**src/design/sha1_pkg.sv**
```systemverilog
// ----------------------------------------------------------------------------
// sha1_pkg
// shared types and constants of the sha-1 digest block
// ----------------------------------------------------------------------------
package sha1_pkg;

    localparam int WORD_W   = 32;
    localparam int WORDS    = 5;
    localparam int BLOCK_W  = 512;
    localparam int COUNT_W  = 61;
    localparam int LEN_W    = 64;
    localparam int POS_W    = 6;
    localparam int ROUND_W  = 7;
    localparam int IDX_W    = 3;

    localparam logic [ROUND_W-1:0] LAST_ROUND = 7'd79;
    localparam logic [ROUND_W-1:0] ROUND_F1   = 7'd20;
    localparam logic [ROUND_W-1:0] ROUND_F2   = 7'd40;
    localparam logic [ROUND_W-1:0] ROUND_F3   = 7'd60;

    localparam logic [POS_W-1:0] POS_FULL = 6'd63;
    localparam logic [POS_W-1:0] POS_LEN  = 6'd56;
    localparam logic [7:0]       PAD_BYTE = 8'h80;
    localparam logic [IDX_W-1:0] IDX_LAST = 3'd4;

    localparam logic [WORD_W-1:0] H_INIT [WORDS] = '{
        32'h67452301, 32'hEFCDAB89, 32'h98BADCFE, 32'h10325476, 32'hC3D2E1F0
    };

    localparam logic [WORD_W-1:0] K0 = 32'h5A827999;
    localparam logic [WORD_W-1:0] K1 = 32'h6ED9EBA1;
    localparam logic [WORD_W-1:0] K2 = 32'h8F1BBCDC;
    localparam logic [WORD_W-1:0] K3 = 32'hCA62C1D6;

    typedef struct packed {
        logic       has_byte;
        logic [7:0] data;
        logic       is_last;
    } t_cmd;

endpackage

```
**src/design/sha1_if.sv**
```systemverilog
// ----------------------------------------------------------------------------
// sha1 stream interfaces
// message byte channel and digest word channel
// ----------------------------------------------------------------------------
interface sha1_in_if;
    logic       valid;
    logic       ready;
    logic [7:0] data_byte;
    logic       no_byte;
    logic       is_last;

    modport source (output valid, output data_byte, output no_byte, output is_last,
                    input ready);
    modport sink   (input valid, input data_byte, input no_byte, input is_last,
                    output ready);
endinterface

interface sha1_out_if;
    logic        valid;
    logic        ready;
    logic [31:0] digest_word;
    logic [2:0]  word_index;
    logic        last_word;

    modport source (output valid, output digest_word, output word_index,
                    output last_word, input ready);
    modport sink   (input valid, input digest_word, input word_index,
                    input last_word, output ready);
endinterface

```
**src/design/sha1_front.sv**
```systemverilog
// ----------------------------------------------------------------------------
// sha1_front
// accepts message items, drops empty non-final items, registers commands
// ----------------------------------------------------------------------------
module sha1_front (
    input  logic              i_clk,
    input  logic              i_rst_n,
    sha1_in_if.sink           i_msg,
    output logic              o_push_valid,
    output sha1_pkg::t_cmd    o_push_cmd,
    input  logic              i_push_ready
);

    logic           r_valid;
    sha1_pkg::t_cmd r_cmd;
    logic           take;
    logic           keep;

    assign i_msg.ready = !r_valid || i_push_ready;
    assign take        = i_msg.valid && i_msg.ready;
    assign keep        = !i_msg.no_byte || i_msg.is_last;

    always_ff @(posedge i_clk) begin
        if (!i_rst_n) begin
            r_valid <= 1'b0;
        end else if (take) begin
            r_valid <= keep;
        end else if (i_push_ready) begin
            r_valid <= 1'b0;
        end
        if (take) begin
            r_cmd.has_byte <= !i_msg.no_byte;
            r_cmd.data     <= i_msg.data_byte;
            r_cmd.is_last  <= i_msg.is_last;
        end
    end

    assign o_push_valid = r_valid;
    assign o_push_cmd   = r_cmd;

endmodule

```
**src/design/sha1_queue.sv**
```systemverilog
// ----------------------------------------------------------------------------
// sha1_queue
// short command queue between front and back
// ----------------------------------------------------------------------------
module sha1_queue #(
    parameter int DEPTH = 4
) (
    input  logic              i_clk,
    input  logic              i_rst_n,
    input  logic              i_push_valid,
    input  sha1_pkg::t_cmd    i_push_cmd,
    output logic              o_push_ready,
    output logic              o_pop_valid,
    output sha1_pkg::t_cmd    o_pop_cmd,
    input  logic              i_pop_ready
);

    localparam int PTR_W = (DEPTH > 1) ? $clog2(DEPTH) : 1;
    localparam int CNT_W = $clog2(DEPTH + 1);

    sha1_pkg::t_cmd   r_mem [DEPTH];
    logic [PTR_W-1:0] r_wr;
    logic [PTR_W-1:0] r_rd;
    logic [CNT_W-1:0] r_cnt;
    logic             push;
    logic             pop;

    assign o_push_ready = r_cnt != CNT_W'(DEPTH);
    assign o_pop_valid  = r_cnt != '0;
    assign o_pop_cmd    = r_mem[r_rd];
    assign push         = i_push_valid && o_push_ready;
    assign pop          = o_pop_valid && i_pop_ready;

    always_ff @(posedge i_clk) begin
        if (!i_rst_n) begin
            r_wr  <= '0;
            r_rd  <= '0;
            r_cnt <= '0;
        end else begin
            if (push) begin
                r_wr <= (r_wr == PTR_W'(DEPTH - 1)) ? '0 : r_wr + 1'b1;
            end
            if (pop) begin
                r_rd <= (r_rd == PTR_W'(DEPTH - 1)) ? '0 : r_rd + 1'b1;
            end
            if (push && !pop) begin
                r_cnt <= r_cnt + 1'b1;
            end else if (pop && !push) begin
                r_cnt <= r_cnt - 1'b1;
            end
        end
        if (push) begin
            r_mem[r_wr] <= i_push_cmd;
        end
    end

endmodule

```
**src/design/sha1_back.sv**
```systemverilog
// ----------------------------------------------------------------------------
// sha1_back
// block packing, padding, 80-round compression and digest output
// ----------------------------------------------------------------------------
module sha1_back (
    input  logic              i_clk,
    input  logic              i_rst_n,
    input  logic              i_pop_valid,
    input  sha1_pkg::t_cmd    i_pop_cmd,
    output logic              o_pop_ready,
    sha1_out_if.source        o_digest
);

    typedef enum logic [2:0] {ST_IDLE, ST_PAD, ST_ROUND, ST_FOLD, ST_OUT} t_state;
    typedef enum logic [1:0] {PAD_MARK, PAD_ZERO, PAD_LEN, PAD_DONE} t_pad;

    localparam int W = sha1_pkg::WORD_W;

    t_state                         r_state, n_state;
    t_pad                           r_pad, n_pad;
    logic                           r_pad_on, n_pad_on;
    logic [2:0]                     r_len_cnt, n_len_cnt;
    logic [sha1_pkg::LEN_W-1:0]     r_len, n_len;
    logic [sha1_pkg::COUNT_W-1:0]   r_count, n_count;
    logic [sha1_pkg::POS_W-1:0]     r_pos, n_pos;
    logic [sha1_pkg::BLOCK_W-1:0]   r_block, n_block;
    logic [W-1:0]                   r_h [sha1_pkg::WORDS];
    logic [W-1:0]                   n_h [sha1_pkg::WORDS];
    logic [W-1:0]                   r_wv [sha1_pkg::WORDS];
    logic [W-1:0]                   n_wv [sha1_pkg::WORDS];
    logic [sha1_pkg::ROUND_W-1:0]   r_round, n_round;
    logic [sha1_pkg::IDX_W-1:0]     r_idx, n_idx;

    logic                           ab_en;
    logic [7:0]                     ab_byte;
    logic [sha1_pkg::POS_W-1:0]     pos_inc;
    logic [W-1:0]                   f_val, k_val, w_new, t_sum;
    logic [W-1:0]                   wa, wb, wc, wd, we;

    assign pos_inc = r_pos + 1'b1;
    assign wa = r_wv[0];
    assign wb = r_wv[1];
    assign wc = r_wv[2];
    assign wd = r_wv[3];
    assign we = r_wv[4];

    // round function and schedule expansion
    always_comb begin
        if (r_round < sha1_pkg::ROUND_F1) begin
            f_val = (wb & wc) | (~wb & wd);
            k_val = sha1_pkg::K0;
        end else if (r_round < sha1_pkg::ROUND_F2) begin
            f_val = wb ^ wc ^ wd;
            k_val = sha1_pkg::K1;
        end else if (r_round < sha1_pkg::ROUND_F3) begin
            f_val = (wb & wc) | (wb & wd) | (wc & wd);
            k_val = sha1_pkg::K2;
        end else begin
            f_val = wb ^ wc ^ wd;
            k_val = sha1_pkg::K3;
        end
        w_new = r_block[95:64] ^ r_block[255:224] ^ r_block[447:416] ^ r_block[511:480];
        w_new = {w_new[30:0], w_new[31]};
        t_sum = {wa[26:0], wa[31:27]} + f_val + we + k_val + r_block[511:480];
    end

    always_comb begin
        n_state   = r_state;
        n_pad     = r_pad;
        n_pad_on  = r_pad_on;
        n_len_cnt = r_len_cnt;
        n_len     = r_len;
        n_count   = r_count;
        n_pos     = r_pos;
        n_block   = r_block;
        n_h       = r_h;
        n_wv      = r_wv;
        n_round   = r_round;
        n_idx     = r_idx;
        ab_en     = 1'b0;
        ab_byte   = 8'h00;
        o_pop_ready = 1'b0;

        case (r_state)
            ST_IDLE: begin
                o_pop_ready = 1'b1;
                if (i_pop_valid) begin
                    if (i_pop_cmd.has_byte) begin
                        ab_en   = 1'b1;
                        ab_byte = i_pop_cmd.data;
                        n_count = r_count + 1'b1;
                    end
                    if (i_pop_cmd.is_last) begin
                        n_pad_on  = 1'b1;
                        n_pad     = PAD_MARK;
                        n_len_cnt = '0;
                        n_len     = {n_count, 3'b000};
                        n_state   = ST_PAD;
                    end
                end
            end
            ST_PAD: begin
                ab_en = 1'b1;
                case (r_pad)
                    PAD_MARK: begin
                        ab_byte = sha1_pkg::PAD_BYTE;
                        n_pad   = (pos_inc == sha1_pkg::POS_LEN) ? PAD_LEN : PAD_ZERO;
                    end
                    PAD_ZERO: begin
                        ab_byte = 8'h00;
                        n_pad   = (pos_inc == sha1_pkg::POS_LEN) ? PAD_LEN : PAD_ZERO;
                    end
                    PAD_LEN: begin
                        ab_byte   = r_len[63:56];
                        n_len     = {r_len[55:0], 8'h00};
                        n_len_cnt = r_len_cnt + 1'b1;
                        if (r_len_cnt == 3'd7) begin
                            n_pad = PAD_DONE;
                        end
                    end
                    default: begin
                        ab_en = 1'b0;
                    end
                endcase
            end
            ST_ROUND: begin
                n_wv[0] = t_sum;
                n_wv[1] = wa;
                n_wv[2] = {wb[1:0], wb[31:2]};
                n_wv[3] = wc;
                n_wv[4] = wd;
                n_block = {r_block[479:0], w_new};
                if (r_round == sha1_pkg::LAST_ROUND) begin
                    n_round = '0;
                    n_state = ST_FOLD;
                end else begin
                    n_round = r_round + 1'b1;
                end
            end
            ST_FOLD: begin
                for (int i = 0; i < sha1_pkg::WORDS; i++) begin
                    n_h[i] = r_h[i] + r_wv[i];
                end
                if (!r_pad_on) begin
                    n_state = ST_IDLE;
                end else if (r_pad == PAD_DONE) begin
                    n_idx   = '0;
                    n_state = ST_OUT;
                end else begin
                    n_state = ST_PAD;
                end
            end
            ST_OUT: begin
                if (o_digest.ready) begin
                    for (int i = 0; i < sha1_pkg::WORDS - 1; i++) begin
                        n_h[i] = r_h[i + 1];
                    end
                    n_h[sha1_pkg::WORDS - 1] = r_h[0];
                    n_idx = r_idx + 1'b1;
                    if (r_idx == sha1_pkg::IDX_LAST) begin
                        n_h      = sha1_pkg::H_INIT;
                        n_count  = '0;
                        n_pos    = '0;
                        n_pad_on = 1'b0;
                        n_idx    = '0;
                        n_state  = ST_IDLE;
                    end
                end
            end
            default: begin
                n_state = ST_IDLE;
            end
        endcase

        // byte into the block, start compression when full
        if (ab_en) begin
            n_block = {r_block[503:0], ab_byte};
            n_pos   = pos_inc;
            if (r_pos == sha1_pkg::POS_FULL) begin
                n_wv    = r_h;
                n_round = '0;
                n_state = ST_ROUND;
            end
        end
    end

    always_ff @(posedge i_clk) begin
        if (!i_rst_n) begin
            r_state  <= ST_IDLE;
            r_pad    <= PAD_MARK;
            r_pad_on <= 1'b0;
            r_count  <= '0;
            r_pos    <= '0;
            r_round  <= '0;
            r_idx    <= '0;
            r_h      <= sha1_pkg::H_INIT;
        end else begin
            r_state  <= n_state;
            r_pad    <= n_pad;
            r_pad_on <= n_pad_on;
            r_count  <= n_count;
            r_pos    <= n_pos;
            r_round  <= n_round;
            r_idx    <= n_idx;
            r_h      <= n_h;
        end
        r_len_cnt <= n_len_cnt;
        r_len     <= n_len;
        r_block   <= n_block;
        r_wv      <= n_wv;
    end

    assign o_digest.valid       = r_state == ST_OUT;
    assign o_digest.digest_word = r_h[0];
    assign o_digest.word_index  = r_idx;
    assign o_digest.last_word   = r_idx == sha1_pkg::IDX_LAST;

    a_round_range: assert property (@(posedge i_clk) disable iff (!i_rst_n)
        r_round <= sha1_pkg::LAST_ROUND)
        else $error("round counter out of range");

    a_len_pos: assert property (@(posedge i_clk) disable iff (!i_rst_n)
        (r_state == ST_PAD && r_pad == PAD_LEN) |-> r_pos >= sha1_pkg::POS_LEN)
        else $error("length bytes outside block tail");

    a_reinit: assert property (@(posedge i_clk) disable iff (!i_rst_n)
        (o_digest.valid && o_digest.ready && o_digest.last_word)
        |=> (r_count == '0 && r_pos == '0 && r_state == ST_IDLE))
        else $error("no reinitialise after digest");

    a_round_only: assert property (@(posedge i_clk) disable iff (!i_rst_n)
        (r_state != ST_ROUND) |-> r_round == '0)
        else $error("round counter not at rest");

endmodule

```
**src/design/sha1_message_digest.sv**
```systemverilog
// ----------------------------------------------------------------------------
// sha1_message_digest
// sha-1 digest of a byte stream, one byte per item
// ----------------------------------------------------------------------------
// i_msg carries data_byte, no_byte and is_last; an item is taken when valid
// and ready are both high. an item with no_byte set and is_last clear is
// taken and ignored. on the last item the block pads the message, finishes
// the compression and sends h0..h4 on o_digest as five items, word_index
// 0 to 4, last_word set on the fifth.
// items enter a registered front stage and a short command queue, so bytes
// are taken one per cycle while the queue has room. the back takes one byte
// per cycle while idle; every 64th byte starts the compression, 80 rounds
// and then a fold into the chaining words, during which no byte is taken.
// padding appends 9 to 72 fill bytes plus one or two compressions, then the
// digest words leave one per cycle while the receiver is ready.
// a stalled receiver holds the current digest word; the back waits and the
// queue and front fill up and then drop ready. synchronous reset loads the
// initial chaining words and empties the queue; no clearing pass is needed.
// ----------------------------------------------------------------------------
module sha1_message_digest #(
    parameter int QUEUE_DEPTH = 4
) (
    input  logic        i_clk,
    input  logic        i_rst_n,
    sha1_in_if.sink     i_msg,
    sha1_out_if.source  o_digest
);

    logic           push_valid;
    logic           push_ready;
    sha1_pkg::t_cmd push_cmd;
    logic           pop_valid;
    logic           pop_ready;
    sha1_pkg::t_cmd pop_cmd;

    sha1_front u_front (
        .i_clk        (i_clk),
        .i_rst_n      (i_rst_n),
        .i_msg        (i_msg),
        .o_push_valid (push_valid),
        .o_push_cmd   (push_cmd),
        .i_push_ready (push_ready)
    );

    sha1_queue #(
        .DEPTH (QUEUE_DEPTH)
    ) u_queue (
        .i_clk        (i_clk),
        .i_rst_n      (i_rst_n),
        .i_push_valid (push_valid),
        .i_push_cmd   (push_cmd),
        .o_push_ready (push_ready),
        .o_pop_valid  (pop_valid),
        .o_pop_cmd    (pop_cmd),
        .i_pop_ready  (pop_ready)
    );

    sha1_back u_back (
        .i_clk       (i_clk),
        .i_rst_n     (i_rst_n),
        .i_pop_valid (pop_valid),
        .i_pop_cmd   (pop_cmd),
        .o_pop_ready (pop_ready),
        .o_digest    (o_digest)
    );

endmodule
```
**src/flat_wrapper.sv**
```systemverilog
// flat-port wrapper written by rule: the top's interface ports become plain ports
module sha1_message_digest_flat 
#(
    parameter int QUEUE_DEPTH = 4
)
  (i_clk, i_rst_n, i_msg_valid, i_msg_data_byte, i_msg_no_byte, i_msg_is_last, i_msg_ready, o_digest_valid, o_digest_digest_word, o_digest_word_index, o_digest_last_word, o_digest_ready);
  sha1_in_if i_msg_i ();
  sha1_out_if o_digest_i ();
  input  logic i_clk;
  input  logic i_rst_n;
  input wire logic [$bits(i_msg_i.valid)-1:0] i_msg_valid;
  input wire logic [$bits(i_msg_i.data_byte)-1:0] i_msg_data_byte;
  input wire logic [$bits(i_msg_i.no_byte)-1:0] i_msg_no_byte;
  input wire logic [$bits(i_msg_i.is_last)-1:0] i_msg_is_last;
  output wire logic [$bits(i_msg_i.ready)-1:0] i_msg_ready;
  output wire logic [$bits(o_digest_i.valid)-1:0] o_digest_valid;
  output wire logic [$bits(o_digest_i.digest_word)-1:0] o_digest_digest_word;
  output wire logic [$bits(o_digest_i.word_index)-1:0] o_digest_word_index;
  output wire logic [$bits(o_digest_i.last_word)-1:0] o_digest_last_word;
  input wire logic [$bits(o_digest_i.ready)-1:0] o_digest_ready;
  assign i_msg_i.valid = i_msg_valid;
  assign i_msg_i.data_byte = i_msg_data_byte;
  assign i_msg_i.no_byte = i_msg_no_byte;
  assign i_msg_i.is_last = i_msg_is_last;
  assign i_msg_ready = i_msg_i.ready;
  assign o_digest_valid = o_digest_i.valid;
  assign o_digest_digest_word = o_digest_i.digest_word;
  assign o_digest_word_index = o_digest_i.word_index;
  assign o_digest_last_word = o_digest_i.last_word;
  assign o_digest_i.ready = o_digest_ready;
  sha1_message_digest #(.QUEUE_DEPTH(QUEUE_DEPTH)) u_core (.i_clk(i_clk), .i_rst_n(i_rst_n), .i_msg(i_msg_i), .o_digest(o_digest_i));
endmodule
```
**config.mk**
```make
export PLATFORM = sky130hd
export DESIGN_NAME = sha1_message_digest_flat
export DESIGN_NICKNAME = d
export VERILOG_FILES = /design/src/design/sha1_pkg.sv /design/src/design/sha1_if.sv /design/src/design/sha1_front.sv /design/src/design/sha1_queue.sv /design/src/design/sha1_back.sv /design/src/design/sha1_message_digest.sv /design/src/flat_wrapper.sv
export SDC_FILE = /design/constraint.sdc
export NUM_CORES = 2
export LEC_CHECK = 0
export BUFFER_PORTS_ARGS = -buffer_cell sky130_fd_sc_hd__buf_2
export CAP_MARGIN = 20
export CORE_UTILIZATION = 27
export CTS_CLUSTER_DIAMETER = 120
export DETAILED_ROUTE_END_ITERATION = 7
export PLACE_DENSITY = 0.49
export SYNTH_ARGS = -nofsm -noshare
export SYNTH_HDL_FRONTEND = slang
export SYNTH_SLANG_ARGS = --single-unit
```
**constraint.sdc**
```tcl
create_clock -name i_clk -period 17.9 [get_ports i_clk]
set_clock_uncertainty 0.1 [all_clocks]
set_input_delay 1.79 -clock i_clk [delete_from_list [all_inputs] [get_ports i_clk]]
set_output_delay 1.79 -clock i_clk [all_outputs]
set_load 0.03 [all_outputs]
```
; ---- After elaboration in Yosys (flattened, before gate mapping)
; Memories as Yosys holds them, arrays and structs flattened. A register that Yosys moved wholly into a read port is not among the register bits.
; Cells that the tools add are included.
; Widths: inputs -> output; s select.
[op_classes]
n_addsub = 18
magnitude_cmp = 3
bitwise_logic = 13
n_reduce_logical = 32
eq_ne = 24
n_mux = 80
[ops]
columns = op, n
row1 = $mux 512, 2
row2 = $mux 160, 5
row3 = $pmux 160 s2, 1
row4 = $add 32x32->32, 9
row5 = $mux 61, 4
row6 = $mux 64, 3
row7 = $mux 32, 5
row8 = $xor 32x32->32, 5
row9 = $and 32x32->32, 4
row10 = $pmux 64 s2, 1
row11 = $pmux 61 s2, 1
row12 = $or 32x32->32, 3
row13 = $add 61x1->61 const B, 1
row14 = $mux 3, 18
row15 = $not 32->32, 1
row16 = $pmux 8 s2, 2
row17 = $mux 31, 1
row18 = $mux 7, 4
row19 = $mux 6, 4
row20 = $reduce_bool 2->1, 9
row21 = $mux 2, 8
row22 = $mux 8, 2
row23 = $pmux 3 s5, 1
row24 = $lt 7x6->1 const B, 2
row25 = 32 further kinds, 74
[word_totals]
elab_cells = 198
out_inout_bits = 38
in_bits = 14
reg_bits = 1000
n_memories = 1
ram_bits = 40
[memory_table]
columns = name, depth, width, rd, rd_clocked_by_memory_dff, wr, line
row1 = u_core.u_queue.r_mem, 4, 10, 1, 1, 1, sha1_queue.sv:21  ; sha1_pkg::t_cmd r_mem [DEPTH];

; ---- Logic depth before layout (Yosys ltp)
[depth]
depth_word = 13
ltp_mapped = 28
ltp_nobuf = 27

; ---- Modules after synthesis
; Synthesis repeated with hierarchy kept, for this count alone.
[hier_totals]
hier_cells = 6408
area_unflattened_um2 = 58060.7
[modules_own_cells]
columns = mod, cells_per_inst, seq_area_each_um2, n_inst, area_each_um2
row1 = sha1_back, 6287, 25364.3, 1, 55767.2
row2 = sha1_queue, 103, 1381.3, 1, 1920.6
row3 = sha1_front, 18, 320.3, 1, 372.9

; ---- Worst setup path before layout
; OpenSTA, ideal clock, no wires.
[synth_path]
path_kind = register to register
startpoint = register with a tool-made name
endpoint = register u_core.u_back.r_block[0] (netlist bit) (enable)
synth_period_minus_slack_ns = 14.339
required_time_ns = 14.148
path_stages_with_launch = 10
arrival_time_ns = 10.587
n_path_buf = 5
setup_time_ns = 3.652
slack_ns = 3.561
cell_sequence = dfxtp_1 -> buf_6 -> mux4_2 -> buf_6 -> and2_1 -> a21oi_1 -> clkbuf_1 -> clkbuf_1 -> clkbuf_1 -> nand2_1
[synth_rtl]
columns = element, line
row1 = end signal: assignment, sha1_back.sv:209  ; r_block <= n_block;
row2 = end: declaration, sha1_back.sv:26  ; logic [sha1_pkg::BLOCK_W-1:0] r_block, n_block;

==> flow_summary_export.csv <==
group,metric,value,unit
floorplanning,io_pins,52,
cts,clockRootBuffer,"clkbuf_16",
logic_synthesis,ys_ff_latch,1039,
sta,grt_setup_unrepaired,"no",
layout,nNetsFinal,6681,
setup_path,critPathLaunch,"u_core.u_back.r_round[3]",
routing,final_antenna_net_count,0,
hold_path,min-delay-start,"u_core.u_queue.r_rd[1]",
grt,grt_pass1_wl,270500,microns
setup_path,critical_path.slowest_cell,"fa_1",
grt,grt-busiest-layer,"met2",
logic_synthesis,yosysSeqAreaShare,46.72,%
pwr,ir_worst_vdd,159.9,uV
grt,grt_util_met3,2.351,%
floorplanning,dieHeight,465.2,microns
cts,clkLatencyLatePin,0.79,ns
setup_path,path_buf_inv,5,
logic_synthesis,synthArstFlopShare,0,%
grt,antenna_found_initial,3,
routing,drc,0,
run_status,status,"completed",
sta,fmax,145.5,MHz
grt,grt_pass1_vias,43950,
placed_design,placed_cell_area,60870,sq um
cts,cts_tree,"built",
sta,drv_slew,0,
sta,relSlewSlack,16.04,%
logic_synthesis,syn_nets,6814,
layout,syn2layout_area_growth,11.87,%
floorplanning,start_util,27.23,%
pwr,p_leak,26.19,nW
placed_design,place.detailed.hpwl,119500,microns
cts,clock_path_buffers,3,
logic_synthesis,synth_edf_count,626,
sta,setup_slack,11.02,ns
logic_synthesis,netlist_area,57930,sq um
cts,postCtsSetupRepairBufs,0,
routing,vias,45740,
routing,routedWlPerCell,19.14,microns
placed_design,io_buffer_count,51,
floorplanning,die-area,216400,sq um
placed_design,gp_congestion,0.8777,
hold_path,hp-class,"reg2reg",
routing,wirelength,176700,microns
job,drv_cap,0,
setup_path,path_delay_family,"compound AO/OA/AOI/OAI gates",
setup_path,worstSetupPathType,"reg2reg",
logic_synthesis,yosys_most_used_dff,"edfxtp_1",
grt,grt_max_degree,145,
grt,grtUsageMet1,22.97,%
sta,finalHoldViolCount,0,
floorplanning,placementRows,169,
grt,grtUsageTotal,15.95,%
cts,holdBufCountCts,0,
sta,period_share,38.41,%
cts,cts_max_level,3,
cts,clk_pin_slew,0.06,ns
setup_path,cp.arrival,7.42,ns
floorplanning,die_width,465.2,microns
routing,vias_per_cell,4.956,
placed_design,dp_slack,11.13,ns
setup_path,cp.required,18.44,ns
grt,overflow,0,
logic_synthesis,synth_cells,6441,
logic_synthesis,yosys_warnings,0,
routing,dr.first_iter.drc_count,3623,
setup_path,end_kind,"flop",
setup_path,rr_startpoint,"u_core.u_back.r_round[3]",
layout,drive_gt1_share,5.340,%
sta,timing.setup.tns,0,ns
cts,cts.sinks,1039,
pwr,power.density,205.5,nW/um^2
cts,cts_made_buffers,116,
setup_path,startpoint_type,"flop",
sta,finalSetupViolCount,0,
setup_path,crit_fanout,35,
setup_path,cp_slowest_stage_delay,0.55,ns
logic_synthesis,synth_cell_types,92,
grt,use_met2,24.87,%
logic_synthesis,synth.avg_cell_area,8.995,sq um
floorplanning,coreArea,212700,sq um
routing,dr.pass1.iters,7,
cts,cts_resized,0,
layout,fin_area,64810,sq um
sta,tightestPinTransition,1.248,ns
sta,fin_crit,6.875,ns
==> final timing paths <==
check	to	slack [ns]	cells past startpoint
hold / removal	flop	0.37	2
setup / recovery	u_core.u_back.wa[31]	11.02	26
setup reg to reg	u_core.u_back.wa[31]	11.02	26
hold reg to reg	flop	0.37	2
==> worst register-to-register path, stage by stage, from the launching register on <==
cell      delay [ns]
dfxtp_1         0.37
nand4_1         0.14
nor2b_1         0.48
inv_1           0.31
nor2_4          0.15
buf_4           0.45
nor2_1          0.08
a211oi_1        0.35
fa_1            0.47
inv_1           0.09
fa_1            0.42
fa_1            0.55
inv_1           0.04
ha_1            0.20
inv_1           0.07
fa_1            0.21
nor2b_1         0.06
o21ai_0         0.20
a21boi_0        0.17
o211ai_1        0.33
a211o_1         0.20
a21oi_1         0.09
o31ai_1         0.54
nand2b_1        0.15
a31oi_1         0.22
mux2i_1         0.22
nand2_1         0.06
==> through the flow <==
step / util, % / instances / total power, mW / hold slack (ns)
after floorplan: - / 6441 / 9.521 / 0.3479
after global placement: 28.59 / 9005 / 10.85 / 0.3649
after detailed placement: 28.62 / 9007 / 10.91 / 0.3763
after CTS: 30.41 / 9221 / 13.41 / 0.3844
after global routing: 30.47 / 9226 / 14.44 / 0.4078
final: 30.47 / 9229 / 13.32 / 0.3745
==> flip-flops by register name (all words and copies together) (netlist names), 3 cells and up, named ones only <==
signal                              count
u_core.u_queue.r_mem                   40
u_core.u_back.r_block                 512
u_core.u_back.wc                       32
u_core.u_back.wa                       32
u_core.u_back.r_count                  61
u_core.u_back.r_len                    61
u_core.u_back.r_round                   7
u_core.u_back.wb                       32
u_core.u_queue.r_cnt                    3
u_core.u_back.o_digest.digest_word     32
u_core.u_back.r_len_cnt                 3
u_core.u_back.r_pos                     6
u_core.u_front.o_push_cmd              10
u_core.u_back.we                       32
u_core.u_back.r_state                   3
u_core.u_back.o_digest.word_index       3
u_core.u_back.wd                       32
u_core.u_back.r_h                     128
==> synth_stat cells, types with 28 or more instances <==
cell type,number,area (sq um)
nand3_1,116,580.6
and3_1,43,269.0
fa_1,126,2522
and2_1,30,187.7
xor2_1,94,823.3
a221oi_1,35,306.5
a21oi_1,274,1371
dfxtp_1,413,8268
xnor2_1,216,1892
nor2b_1,95,594.3
o22ai_1,138,863.3
o21a_1,28,210.2
nand2b_1,39,244.0
nand2_1,1815,6813
buf_4,33,247.7
a211oi_1,38,285.3
clkbuf_1,309,1160
a21o_1,94,705.7
edfxtp_1,626,18800
o311ai_0,28,245.2
o211ai_1,37,277.8
nor3_1,115,575.6
inv_1,225,844.6
o21ai_0,314,1572
nor2_1,514,1929
ha_1,233,2915
==> where the power goes <==
group / switching [mW] / total, mW / internal (mW) / leakage, nW
Sequential: 0.712 / 4.70 / 3.99 / 9.39
Clock: 1.06 / 2.43 / 1.37 / 1.85
Combinational: 3.88 / 6.19 / 2.30 / 14.9
==> routing by layer <==
metal  up-vias  share of wire (%)  wire length (microns)
met3       221                5.4                   9600
met5         -                  0                      0
li1      22050                  -                      -
met1     22350                 48                  84170
met4         0                2.4                   4161
met2      1120                 45                  78730
==> area by class of cell <==
class,count,area (sq um)
Clock inverter,48,516.7
Antenna cell,4,10.01
Tap cell,2821,3530
Inverter,228,860.8
Multi-Input combinational cell,4805,28620
Sequential cell,1039,27070
Clock buffer,166,3303
Timing Repair Buffer,118,909.6
Fill cell,22360,147900
==> cell usage in the layout, fill, tap and decap left out, drive strengths merged, types with 18 or more instances in the layout <==
cell type,Yosys,routed
o21a,28,28
o221ai,22,22
and3,45,45
o311ai,29,29
clkbuf,311,166
a21o,95,95
buf,58,118
o31ai,21,21
or3,18,18
nor2,514,514
a2111oi,18,18
and2,30,30
inv,226,229
o32ai,20,20
ha,233,233
xnor2,216,216
dfxtp,413,413
o22ai,138,138
a311oi,27,27
clkinv,2,38
o211ai,37,37
a21oi,274,274
a211oi,38,38
nor2b,95,95
nand3,117,117
a221oi,35,35
o21ai,319,319
xor2,94,94
nand4,25,25
fa,126,126
nand2b,39,39
nand2,1816,1816
edfxtp,626,626
nor3,118,118
a31oi,23,23
==> cell families after synthesis <==
kind of cell               synth area share, %
xor gates and xnor gates                 4.687
muxes                                   0.6976
AOI/OAI and AO/OA                        13.86
buffers and inverters                    4.138
DFF                                      46.72
and+or+nand+nor                          20.51
adders and majority gates                9.386
(Power assumes the default switching activity.)
